--- config.mk ---
export PLATFORM = sky130hd
export DESIGN_NAME = tap_tempo_estimator
export DESIGN_NICKNAME = d
export VERILOG_FILES = /design/src/hdl/ttempo_pkg.sv /design/src/hdl/tap_tempo_estimator.sv /design/src/hdl/ttempo_ram.sv /design/src/hdl/ttempo_cfg.sv /design/src/hdl/ttempo_div.sv
export SDC_FILE = /design/constraint.sdc
export NUM_CORES = 1
export LEC_CHECK = 0
export ABC_AREA = 1
export BUFFER_PORTS_ARGS = -buffer_cell sky130_fd_sc_hd__buf_4
export CELL_PAD_IN_SITES_DETAIL_PLACEMENT = 1
export CELL_PAD_IN_SITES_GLOBAL_PLACEMENT = 2
export CORE_ASPECT_RATIO = 0.75
export CORE_MARGIN = 2
export CORE_UTILIZATION = 37
export DETAILED_ROUTE_END_ITERATION = 10
export GPL_TIMING_DRIVEN = 0
export PLACE_DENSITY_LB_ADDON = 0.1
export SYNTH_ARGS = -nofsm -noshare
export SYNTH_HDL_FRONTEND = slang
export SYNTH_HIERARCHICAL = 1
export SYNTH_SLANG_ARGS = --single-unit
export TNS_END_PERCENT = 1
--- constraint.sdc ---
create_clock -name clk -period 8.24 [get_ports clk]
set_input_delay 1.648 -clock clk [delete_from_list [all_inputs] [get_ports clk]]
set_output_delay 1.648 -clock clk [all_outputs]
set_load 0.02 [all_outputs]
--- src/hdl/ttempo_pkg.sv ---
// ----------------------------------------------------------------------------
// ttempo_pkg
// Shared types, constants and register codes of the tap tempo estimator.
// ----------------------------------------------------------------------------
package ttempo_pkg;

  localparam int WINDOW_TAPS_DEF = 8;

  localparam int TIME_W  = 32;
  localparam int GAP_W   = 24;
  localparam int BPM_W   = 16;
  localparam int TAPS_W  = 4;
  localparam int CENTI_W = 33;

  localparam logic [CENTI_W-1:0] CENTI_MINUTE_US = 33'd6000000000;

  localparam int APB_ADDR_W = 4;
  localparam int APB_DATA_W = 32;

  localparam logic [GAP_W-1:0] GAP_RESET = 24'd2000000;
  localparam logic [BPM_W-1:0] MIN_RESET = 16'd3000;
  localparam logic [BPM_W-1:0] MAX_RESET = 16'd30000;

  typedef enum logic [1:0] {
    REG_RESET_GAP = 2'd0,
    REG_MIN_BPM   = 2'd1,
    REG_MAX_BPM   = 2'd2
  } reg_idx_t;

  typedef struct packed {
    logic [GAP_W-1:0] reset_gap_us;
    logic [BPM_W-1:0] min_bpm_centi;
    logic [BPM_W-1:0] max_bpm_centi;
  } cfg_t;

  typedef struct packed {
    logic             done;
    logic             ovf;
    logic [BPM_W-1:0] quot;
  } div_status_t;

  typedef enum logic [2:0] {
    ST_IDLE,
    ST_ADDR,
    ST_SPAN,
    ST_DIV,
    ST_DONE
  } state_t;

endpackage

--- src/hdl/tap_tempo_estimator.sv ---
// ----------------------------------------------------------------------------
// tap_tempo_estimator: tempo in hundredths of BPM from the spacing of taps.
// A tap stalls the input from its transfer until its result is taken into the
// output register; the divide is skipped below two taps or on a zero span.
// The divider is bit-serial, one quotient bit per cycle.
// Synchronous reset clears control state and loads the register defaults.
// ----------------------------------------------------------------------------
module tap_tempo_estimator #(
  parameter int WINDOW_TAPS = ttempo_pkg::WINDOW_TAPS_DEF
) (
  input  logic                                clk,
  input  logic                                rst_n,
  input  logic                                in_valid,
  output logic                                in_stall,
  input  logic [ttempo_pkg::TIME_W-1:0]       in_tap_time_us,
  output logic                                out_valid,
  input  logic                                out_stall,
  output logic [ttempo_pkg::BPM_W-1:0]        out_bpm_centi,
  output logic [ttempo_pkg::TAPS_W-1:0]       out_taps_in_window,
  output logic                                out_session_restarted,
  input  logic                                psel,
  input  logic                                penable,
  input  logic                                pwrite,
  input  logic [ttempo_pkg::APB_ADDR_W-1:0]   paddr,
  input  logic [ttempo_pkg::APB_DATA_W-1:0]   pwdata,
  output logic [ttempo_pkg::APB_DATA_W-1:0]   prdata,
  output logic                                pready
);

  localparam int IdxW = $clog2(WINDOW_TAPS);
  localparam int CntW = $clog2(WINDOW_TAPS + 1);
  localparam int SumW = CntW + 1;
  localparam int NumW = ttempo_pkg::CENTI_W + IdxW;
  localparam int TW   = ttempo_pkg::TIME_W;
  localparam int BW   = ttempo_pkg::BPM_W;

  ttempo_pkg::cfg_t        cfg;
  ttempo_pkg::div_status_t div_st;
  ttempo_pkg::state_t      state_r, state_nxt;

  logic [IdxW-1:0] head_r, head_nxt;
  logic [CntW-1:0] count_r, count_nxt;
  logic [TW-1:0]   last_r, last_nxt;
  logic [BW-1:0]   held_bpm_r, held_bpm_nxt;
  logic            restart_r, restart_nxt;

  logic                          out_valid_r, out_valid_nxt;
  logic [BW-1:0]                 out_bpm_r, out_bpm_nxt;
  logic [ttempo_pkg::TAPS_W-1:0] out_taps_r, out_taps_nxt;
  logic                          out_restart_r, out_restart_nxt;

  logic            in_accept;
  logic [TW-1:0]   gap;
  logic            restart;
  logic [IdxW-1:0] head_base;
  logic [CntW-1:0] count_base;
  logic [SumW-1:0] oldest_sum;
  logic [IdxW-1:0] oldest_idx;
  logic [TW-1:0]   ring_rdata;
  logic [TW-1:0]   span;
  logic [IdxW-1:0] cnt_m1;
  logic [NumW-1:0] numer;
  logic            div_start;
  logic [BW-1:0]   bpm_raised;
  logic [BW-1:0]   bpm_clamped;
  logic            out_free;

  ttempo_cfg u_cfg (
    .clk     (clk),
    .rst_n   (rst_n),
    .psel    (psel),
    .penable (penable),
    .pwrite  (pwrite),
    .paddr   (paddr),
    .pwdata  (pwdata),
    .prdata  (prdata),
    .pready  (pready),
    .cfg_o   (cfg)
  );

  ttempo_ram #(
    .WIDTH (TW),
    .DEPTH (WINDOW_TAPS)
  ) u_ram (
    .clk   (clk),
    .we    (in_accept),
    .waddr (head_base),
    .wdata (in_tap_time_us),
    .raddr (oldest_idx),
    .rdata (ring_rdata)
  );

  ttempo_div #(
    .NUM_W (NumW)
  ) u_div (
    .clk    (clk),
    .rst_n  (rst_n),
    .start  (div_start),
    .num    (numer),
    .den    (span),
    .status (div_st)
  );

  assign in_stall   = (state_r != ttempo_pkg::ST_IDLE);
  assign in_accept  = in_valid && !in_stall;
  assign gap        = in_tap_time_us - last_r;
  assign restart    = (count_r == '0) || (gap > TW'(cfg.reset_gap_us));
  assign head_base  = restart ? '0 : head_r;
  assign count_base = restart ? '0 : count_r;

  assign oldest_sum = SumW'(head_r) + SumW'(WINDOW_TAPS) - SumW'(count_r);
  assign oldest_idx = (oldest_sum >= SumW'(WINDOW_TAPS)) ?
                      IdxW'(oldest_sum - SumW'(WINDOW_TAPS)) : IdxW'(oldest_sum);

  assign span   = last_r - ring_rdata;
  assign cnt_m1 = IdxW'(count_r - CntW'(1));
  assign numer  = NumW'(ttempo_pkg::CENTI_MINUTE_US) * NumW'(cnt_m1);

  assign bpm_raised  = (div_st.quot < cfg.min_bpm_centi) ? cfg.min_bpm_centi : div_st.quot;
  assign bpm_clamped = (div_st.ovf || (bpm_raised > cfg.max_bpm_centi)) ?
                       cfg.max_bpm_centi : bpm_raised;

  assign out_free = !out_valid_r || !out_stall;

  always_comb begin
    state_nxt       = state_r;
    head_nxt        = head_r;
    count_nxt       = count_r;
    last_nxt        = last_r;
    held_bpm_nxt    = held_bpm_r;
    restart_nxt     = restart_r;
    div_start       = 1'b0;
    out_valid_nxt   = out_valid_r && out_stall;
    out_bpm_nxt     = out_bpm_r;
    out_taps_nxt    = out_taps_r;
    out_restart_nxt = out_restart_r;
    unique case (state_r)
      ttempo_pkg::ST_IDLE: begin
        if (in_accept) begin
          restart_nxt = restart;
          last_nxt    = in_tap_time_us;
          head_nxt    = (head_base == IdxW'(WINDOW_TAPS - 1)) ? '0 : head_base + IdxW'(1);
          count_nxt   = (count_base < CntW'(WINDOW_TAPS)) ? count_base + CntW'(1) : count_base;
          state_nxt   = ttempo_pkg::ST_ADDR;
        end
      end
      ttempo_pkg::ST_ADDR: begin
        state_nxt = ttempo_pkg::ST_SPAN;
      end
      ttempo_pkg::ST_SPAN: begin
        if ((count_r >= CntW'(2)) && (span != '0)) begin
          div_start = 1'b1;
          state_nxt = ttempo_pkg::ST_DIV;
        end else begin
          state_nxt = ttempo_pkg::ST_DONE;
        end
      end
      ttempo_pkg::ST_DIV: begin
        if (div_st.done) begin
          held_bpm_nxt = bpm_clamped;
          state_nxt    = ttempo_pkg::ST_DONE;
        end
      end
      ttempo_pkg::ST_DONE: begin
        if (out_free) begin
          out_valid_nxt   = 1'b1;
          out_bpm_nxt     = held_bpm_r;
          out_taps_nxt    = ttempo_pkg::TAPS_W'(count_r);
          out_restart_nxt = restart_r;
          state_nxt       = ttempo_pkg::ST_IDLE;
        end
      end
      default: begin
        state_nxt = ttempo_pkg::ST_IDLE;
      end
    endcase
  end

  always_ff @(posedge clk) begin
    if (!rst_n) begin
      state_r     <= ttempo_pkg::ST_IDLE;
      head_r      <= '0;
      count_r     <= '0;
      last_r      <= '0;
      held_bpm_r  <= '0;
      restart_r   <= 1'b0;
      out_valid_r <= 1'b0;
    end else begin
      state_r     <= state_nxt;
      head_r      <= head_nxt;
      count_r     <= count_nxt;
      last_r      <= last_nxt;
      held_bpm_r  <= held_bpm_nxt;
      restart_r   <= restart_nxt;
      out_valid_r <= out_valid_nxt;
    end
    out_bpm_r     <= out_bpm_nxt;
    out_taps_r    <= out_taps_nxt;
    out_restart_r <= out_restart_nxt;
  end

  assign out_valid             = out_valid_r;
  assign out_bpm_centi         = out_bpm_r;
  assign out_taps_in_window    = out_taps_r;
  assign out_session_restarted = out_restart_r;

`ifndef SYNTHESIS
  a_stall_after_transfer: assert property (@(posedge clk) disable iff (!rst_n)
    (in_valid && !in_stall) |=> in_stall)
    else $error("input not stalled after a transfer");

  a_result_from_done: assert property (@(posedge clk) disable iff (!rst_n)
    $rose(out_valid_r) |-> $past(state_r == ttempo_pkg::ST_DONE))
    else $error("result raised outside the completion state");

  a_held_only_on_divide: assert property (@(posedge clk) disable iff (!rst_n)
    !div_st.done |=> $stable(held_bpm_r))
    else $error("held tempo changed without a finished division");

  a_restart_single_tap: assert property (@(posedge clk) disable iff (!rst_n)
    (out_valid && out_session_restarted) |-> (out_taps_in_window == ttempo_pkg::TAPS_W'(1)))
    else $error("restarted session does not hold exactly one tap");

  a_count_bound: assert property (@(posedge clk) disable iff (!rst_n)
    count_r <= CntW'(WINDOW_TAPS))
    else $error("tap count exceeds the window");
`endif

endmodule

--- src/hdl/ttempo_ram.sv ---
// ----------------------------------------------------------------------------
// ttempo_ram
// Generic single write port RAM with one registered read port.
// ----------------------------------------------------------------------------
module ttempo_ram #(
  parameter int WIDTH = 32,
  parameter int DEPTH = 8
) (
  input  logic                     clk,
  input  logic                     we,
  input  logic [$clog2(DEPTH)-1:0] waddr,
  input  logic [WIDTH-1:0]         wdata,
  input  logic [$clog2(DEPTH)-1:0] raddr,
  output logic [WIDTH-1:0]         rdata
);

  logic [WIDTH-1:0] mem_r [DEPTH];
  logic [WIDTH-1:0] rdata_r;

  always_ff @(posedge clk) begin
    if (we) begin
      mem_r[waddr] <= wdata;
    end
    rdata_r <= mem_r[raddr];
  end

  assign rdata = rdata_r;

endmodule

--- src/hdl/ttempo_cfg.sv ---
// ----------------------------------------------------------------------------
// ttempo_cfg
// APB register file holding the session gap and the tempo limits.
// ----------------------------------------------------------------------------
module ttempo_cfg (
  input  logic                                clk,
  input  logic                                rst_n,
  input  logic                                psel,
  input  logic                                penable,
  input  logic                                pwrite,
  input  logic [ttempo_pkg::APB_ADDR_W-1:0]   paddr,
  input  logic [ttempo_pkg::APB_DATA_W-1:0]   pwdata,
  output logic [ttempo_pkg::APB_DATA_W-1:0]   prdata,
  output logic                                pready,
  output ttempo_pkg::cfg_t                    cfg_o
);

  ttempo_pkg::cfg_t     cfg_r;
  ttempo_pkg::cfg_t     cfg_nxt;
  ttempo_pkg::reg_idx_t idx;
  logic                 wr_en;

  assign pready = 1'b1;
  assign wr_en  = psel && penable && pwrite && pready;
  assign idx    = ttempo_pkg::reg_idx_t'(paddr[3:2]);

  always_comb begin
    cfg_nxt = cfg_r;
    if (wr_en) begin
      unique case (idx)
        ttempo_pkg::REG_RESET_GAP: begin
          cfg_nxt.reset_gap_us = pwdata[ttempo_pkg::GAP_W-1:0];
        end
        ttempo_pkg::REG_MIN_BPM: begin
          cfg_nxt.min_bpm_centi = pwdata[ttempo_pkg::BPM_W-1:0];
        end
        ttempo_pkg::REG_MAX_BPM: begin
          cfg_nxt.max_bpm_centi = pwdata[ttempo_pkg::BPM_W-1:0];
        end
        default: begin
          cfg_nxt = cfg_r;
        end
      endcase
    end
  end

  always_comb begin
    unique case (idx)
      ttempo_pkg::REG_RESET_GAP: prdata = ttempo_pkg::APB_DATA_W'(cfg_r.reset_gap_us);
      ttempo_pkg::REG_MIN_BPM:   prdata = ttempo_pkg::APB_DATA_W'(cfg_r.min_bpm_centi);
      ttempo_pkg::REG_MAX_BPM:   prdata = ttempo_pkg::APB_DATA_W'(cfg_r.max_bpm_centi);
      default:                   prdata = '0;
    endcase
  end

  always_ff @(posedge clk) begin
    if (!rst_n) begin
      cfg_r.reset_gap_us  <= ttempo_pkg::GAP_RESET;
      cfg_r.min_bpm_centi <= ttempo_pkg::MIN_RESET;
      cfg_r.max_bpm_centi <= ttempo_pkg::MAX_RESET;
    end else begin
      cfg_r <= cfg_nxt;
    end
  end

  assign cfg_o = cfg_r;

endmodule

--- src/hdl/ttempo_div.sv ---
// ----------------------------------------------------------------------------
// ttempo_div
// Bit-serial restoring divider, one quotient bit per cycle, with a sticky
// flag for quotients that do not fit the tempo width.
// ----------------------------------------------------------------------------
module ttempo_div #(
  parameter int NUM_W = 36
) (
  input  logic                             clk,
  input  logic                             rst_n,
  input  logic                             start,
  input  logic [NUM_W-1:0]                 num,
  input  logic [ttempo_pkg::TIME_W-1:0]    den,
  output ttempo_pkg::div_status_t          status
);

  localparam int StepW = $clog2(NUM_W + 1);
  localparam int TW    = ttempo_pkg::TIME_W;
  localparam int BW    = ttempo_pkg::BPM_W;

  logic [TW-1:0]    rem_r,  rem_nxt;
  logic [TW-1:0]    den_r,  den_nxt;
  logic [NUM_W-1:0] num_r,  num_nxt;
  logic [BW-1:0]    quo_r,  quo_nxt;
  logic             ovf_r,  ovf_nxt;
  logic [StepW-1:0] step_r, step_nxt;
  logic             busy_r, busy_nxt;
  logic             done_r, done_nxt;

  logic [TW:0]   trial;
  logic [TW+1:0] diff;
  logic          ge;

  assign trial = {rem_r, num_r[NUM_W-1]};
  assign diff  = {1'b0, trial} - {2'b00, den_r};
  assign ge    = !diff[TW+1];

  always_comb begin
    rem_nxt  = rem_r;
    den_nxt  = den_r;
    num_nxt  = num_r;
    quo_nxt  = quo_r;
    ovf_nxt  = ovf_r;
    step_nxt = step_r;
    busy_nxt = busy_r;
    done_nxt = 1'b0;
    if (start) begin
      rem_nxt  = '0;
      den_nxt  = den;
      num_nxt  = num;
      quo_nxt  = '0;
      ovf_nxt  = 1'b0;
      step_nxt = StepW'(NUM_W);
      busy_nxt = 1'b1;
    end else if (busy_r) begin
      rem_nxt  = ge ? diff[TW-1:0] : trial[TW-1:0];
      num_nxt  = {num_r[NUM_W-2:0], 1'b0};
      quo_nxt  = {quo_r[BW-2:0], ge};
      ovf_nxt  = ovf_r | quo_r[BW-1];
      step_nxt = step_r - StepW'(1);
      if (step_r == StepW'(1)) begin
        busy_nxt = 1'b0;
        done_nxt = 1'b1;
      end
    end
  end

  always_ff @(posedge clk) begin
    if (!rst_n) begin
      busy_r <= 1'b0;
      done_r <= 1'b0;
      step_r <= '0;
    end else begin
      busy_r <= busy_nxt;
      done_r <= done_nxt;
      step_r <= step_nxt;
    end
    rem_r <= rem_nxt;
    den_r <= den_nxt;
    num_r <= num_nxt;
    quo_r <= quo_nxt;
    ovf_r <= ovf_nxt;
  end

  assign status.done = done_r;
  assign status.ovf  = ovf_r;
  assign status.quot = quo_r;

endmodule

==> impl_results.md <==
* Unrepaired setup endpoints after global routing: false
* Initial antenna violation count at 2
* Syn. warnings at 6
* Min Tclk post-route at 6.41 ns
* Area delta synth->final at 14.0%
* Post-Synth Simple-Gate Area at 0.289
* Post-CTS setup buffers at 0
* Core occupancy in the finished layout at 0.427
* Worst Setup Start Kind: primary input
* Most used DFF post-synth: edfxtp_1
* Normalized max-slew margin at 0.203
* CTS resizes at 0
* Total grt overflow at 0
* Final setup vio count at 0
* Post-route DRC at 0
* Xor-xnor portion of the synthesized cell area at 0.0169
* Largest net degree at the start of global routing at 34
* HP Start: count_r[2]
* Final-stage net count at 4,758
* Least-Margin Pin Slew at 1.19 ns
* Syn Area/Cell at 7.46 um^2
* First-pass GRT wire length at 163,000 um
* Number of port buffers at 111
* Sequential share of power at 0.338
* Die Width at 345 um
* CP arrival at 6.76 ns
* Fmax at 156 MHz
* Core ar. at 86,000 um^2
* Dpl cells at 5,596
* Peak supply drop at 169 uV
* Post-synthesis adder-cell area fraction at 0.0663
* Part of the power in combinational logic at 0.387
* Number of global-route vias before repair at 27,600
* Vias at 27,300
* Vias per Instance at 4.79
* Die ar. at 89,400 um^2
* Cell internal pwr at 5.82 mW
* Rows at 93
* HPWL Detailed at 84,100 um
* Worst r2r dst: u_div/num_r[18]
* Max cap viols at 0
* Mapped cell area at 32,200 um^2
* ANT cells at 0
* Yosys cell types at 57
* Final hold slack at 0.425 ns
* Clock buffer count from CTS at 58
* Power Density at 263 nW/um^2
* CP required at 8.59 ns
* Drt total wl at 105,000 um
* Synth Area in Compound Gates at 0.0573
* CP most frequent cell: nand2_1
* Synth Instances at 4,318
* FF+latch count, synth at 550
* Commonest non-fill, non-tap cells in the layout: nand2_1 (1,439), inv_1 (819), edfxtp_1 (345), nand3_1 (310), nor2_1 (306)
* P_sw at 3.83 mW
* Critical Path Fanout Max at 22
* Clk network pwr share at 0.275
* # hold bufs at CTS at 0
* Worst hold path depth at 0
* Slew Viols, Final at 0
* CP max-delay cell: nor2_4
* Post-DRT Antenna Nets at 0
* Ys async rst share at 0
* Outcome: complete, no violations
* Die Ht at 259 um
* Static Leakage at 18.1 nW
* Post-place setup slack at 1.06 ns
* Hold/Removal Path Class: reg -> reg
* Wire per inst at 18.4 um
* Sw Share at 0.397
* RR Startpoint: last_r[0]
* Tcrit/Tclk final at 0.778
* First DRT Iteration DRCs at 1,403
* CP max stage delay at 0.57 ns
* Mux contribution to synthesized area at 0
* Later-pin clock latency in the skew report at 0.67 ns
* Clock Skew at 0.0795 ns
* Clock Tree Root: clkbuf_16
* Largest family of logic cells by synthesized area: simple AND/OR/NAND/NOR gates
* Top Ports at 131
* Starting Density at 0.374
* Layout cell share with drive strength beyond 1 at 0.0837
* Reg clk slew, reported paths at 0.06 ns
* R2R setup slack at 2.44 ns
* WHS Endpoint: out_taps_in_window[2]
* First drt pass iteration count at 6
* Final WS setup at 1.83 ns
* Post-synth EDFFs at 345
* CTS tree: built
* TritonCTS sink count at 550
* Seq/Total Area, Yosys at 0.449
* Worst Setup Path Type: in -> reg
* Final Wtd Congestion at 0.866
* Final hold violation count at 0
* GRT Total Usage at 0.237
* FF-to-FF path depth at 22
* Crit end category: flip-flop
* H-tree Lvls at 2
* Commonest non-fill, non-tap cell in the layout: nand2_1
* Clk buf depth at 3
* Finished Layout Cells at 5,706
## Yosys cell counts, types with 13 or more instances
library cell	instances	area share
inv_1	819	0.095
edfxtp_1	345	0.32
nor3_1	21	0.0033
nand3_2	18	0.0056
clkbuf_1	47	0.0055
nand2_2	22	0.0043
nand4_1	53	0.010
dfxtp_1	205	0.13
nor2_1	314	0.037
a21oi_1	180	0.028
nand2_1	1439	0.17
xnor2_1	18	0.0049
o22ai_1	14	0.0027
xor2_1	44	0.012
o21ai_1	13	0.0020
nand3_1	310	0.048
buf_2	35	0.0054
buf_4	26	0.0061
o21ai_0	95	0.015
ha_1	161	0.063
## power groups by stage
stage / logic, mW / registers, mW / clock network, mW
after floorplan: 2.50 / 3.28 / 0
after global placement: 3.68 / 3.32 / 0
after CTS: 3.77 / 3.26 / 2.74
after global routing: 4.23 / 3.28 / 2.83
final: 3.74 / 3.26 / 2.66
after detailed placement: 3.75 / 3.32 / 0
## worst max path at each step
stage                            from            endpoint  cells after the start  slack [ns]
CTS                 in_tap_time_us[0]  u_ram/mem_r[5][17]                     28        1.73
floorplan           in_tap_time_us[0]   u_ram/mem_r[1][0]                     27        2.01
finish              in_tap_time_us[0]  u_ram/mem_r[5][17]                     28        1.83
global placement    in_tap_time_us[0]   u_ram/mem_r[5][7]                     27        -1.0
detailed placement  in_tap_time_us[0]   u_ram/mem_r[5][6]                     28        1.06
global route        in_tap_time_us[0]  u_ram/mem_r[5][18]                     28        1.35
## stage by stage
stage	power [mW]	setup TNS [ns]	area, um^2
finish	9.66	0	36700
global route	10.3	0	36700
CTS	9.77	0	36700
detailed placement	7.07	0	34800
global placement	7.00	-163.28	34500
floorplan	5.78	0	32300
## worst max-delay path, delay by kind of cell
kind	cells	cell delay [ns]
fa+ha+maj	3	0.77
compound gates	4	0.55
simple gates	15	2.52
xor+xnor	1	0.45
buf+inv	5	0.74
## cell families after synthesis
logic type,Yosys count
fa+ha+maj,167
other cells,3
flops,550
xor+xnor,62
compound gates,341
buf+inv,968
simple gates,2227
## flip-flops by register name, indices dropped and copies added, names as in the netlist
signal and cells:
restart_r 1, u_div/step_r 6, u_div/done_r 1, u_div/ovf_r 1, held_bpm_r 16, out_taps_in_window 4
u_div/num_r 36, out_bpm_centi 16, out_valid 1, u_div/rem_r 32, last_r 32, state_r 3
u_div/den_r 32, u_ram/mem_r 256, u_div/busy_r 1, u_cfg/cfg_o 56, u_div/quo_r 16, u_ram/rdata 32
count_r 4, out_session_restarted 1, head_r 3
## layer usage
layer | routed length [um] | GRT usage | part of all wire
met5 | 0 | 0 | 0
met4 | 1500 | 0.0430 | 0.014
met3 | 3750 | 0.0247 | 0.036
met2 | 46000 | 0.374 | 0.44
met1 | 53800 | 0.351 | 0.51
## cell type report
type | instances | area [um^2]
Fill cell | 10700 | 49300
Sequential cell | 550 | 14500
Multi-Input combinational cell | 2818 | 14000
Inverter | 835 | 3130
Clock buffer | 81 | 1620
Tap cell | 1140 | 1430
Timing Repair Buffer | 120 | 1020
Buffer | 133 | 776
Clock inverter | 29 | 305
No activity file was read; power rests on OpenSTA's default activity.
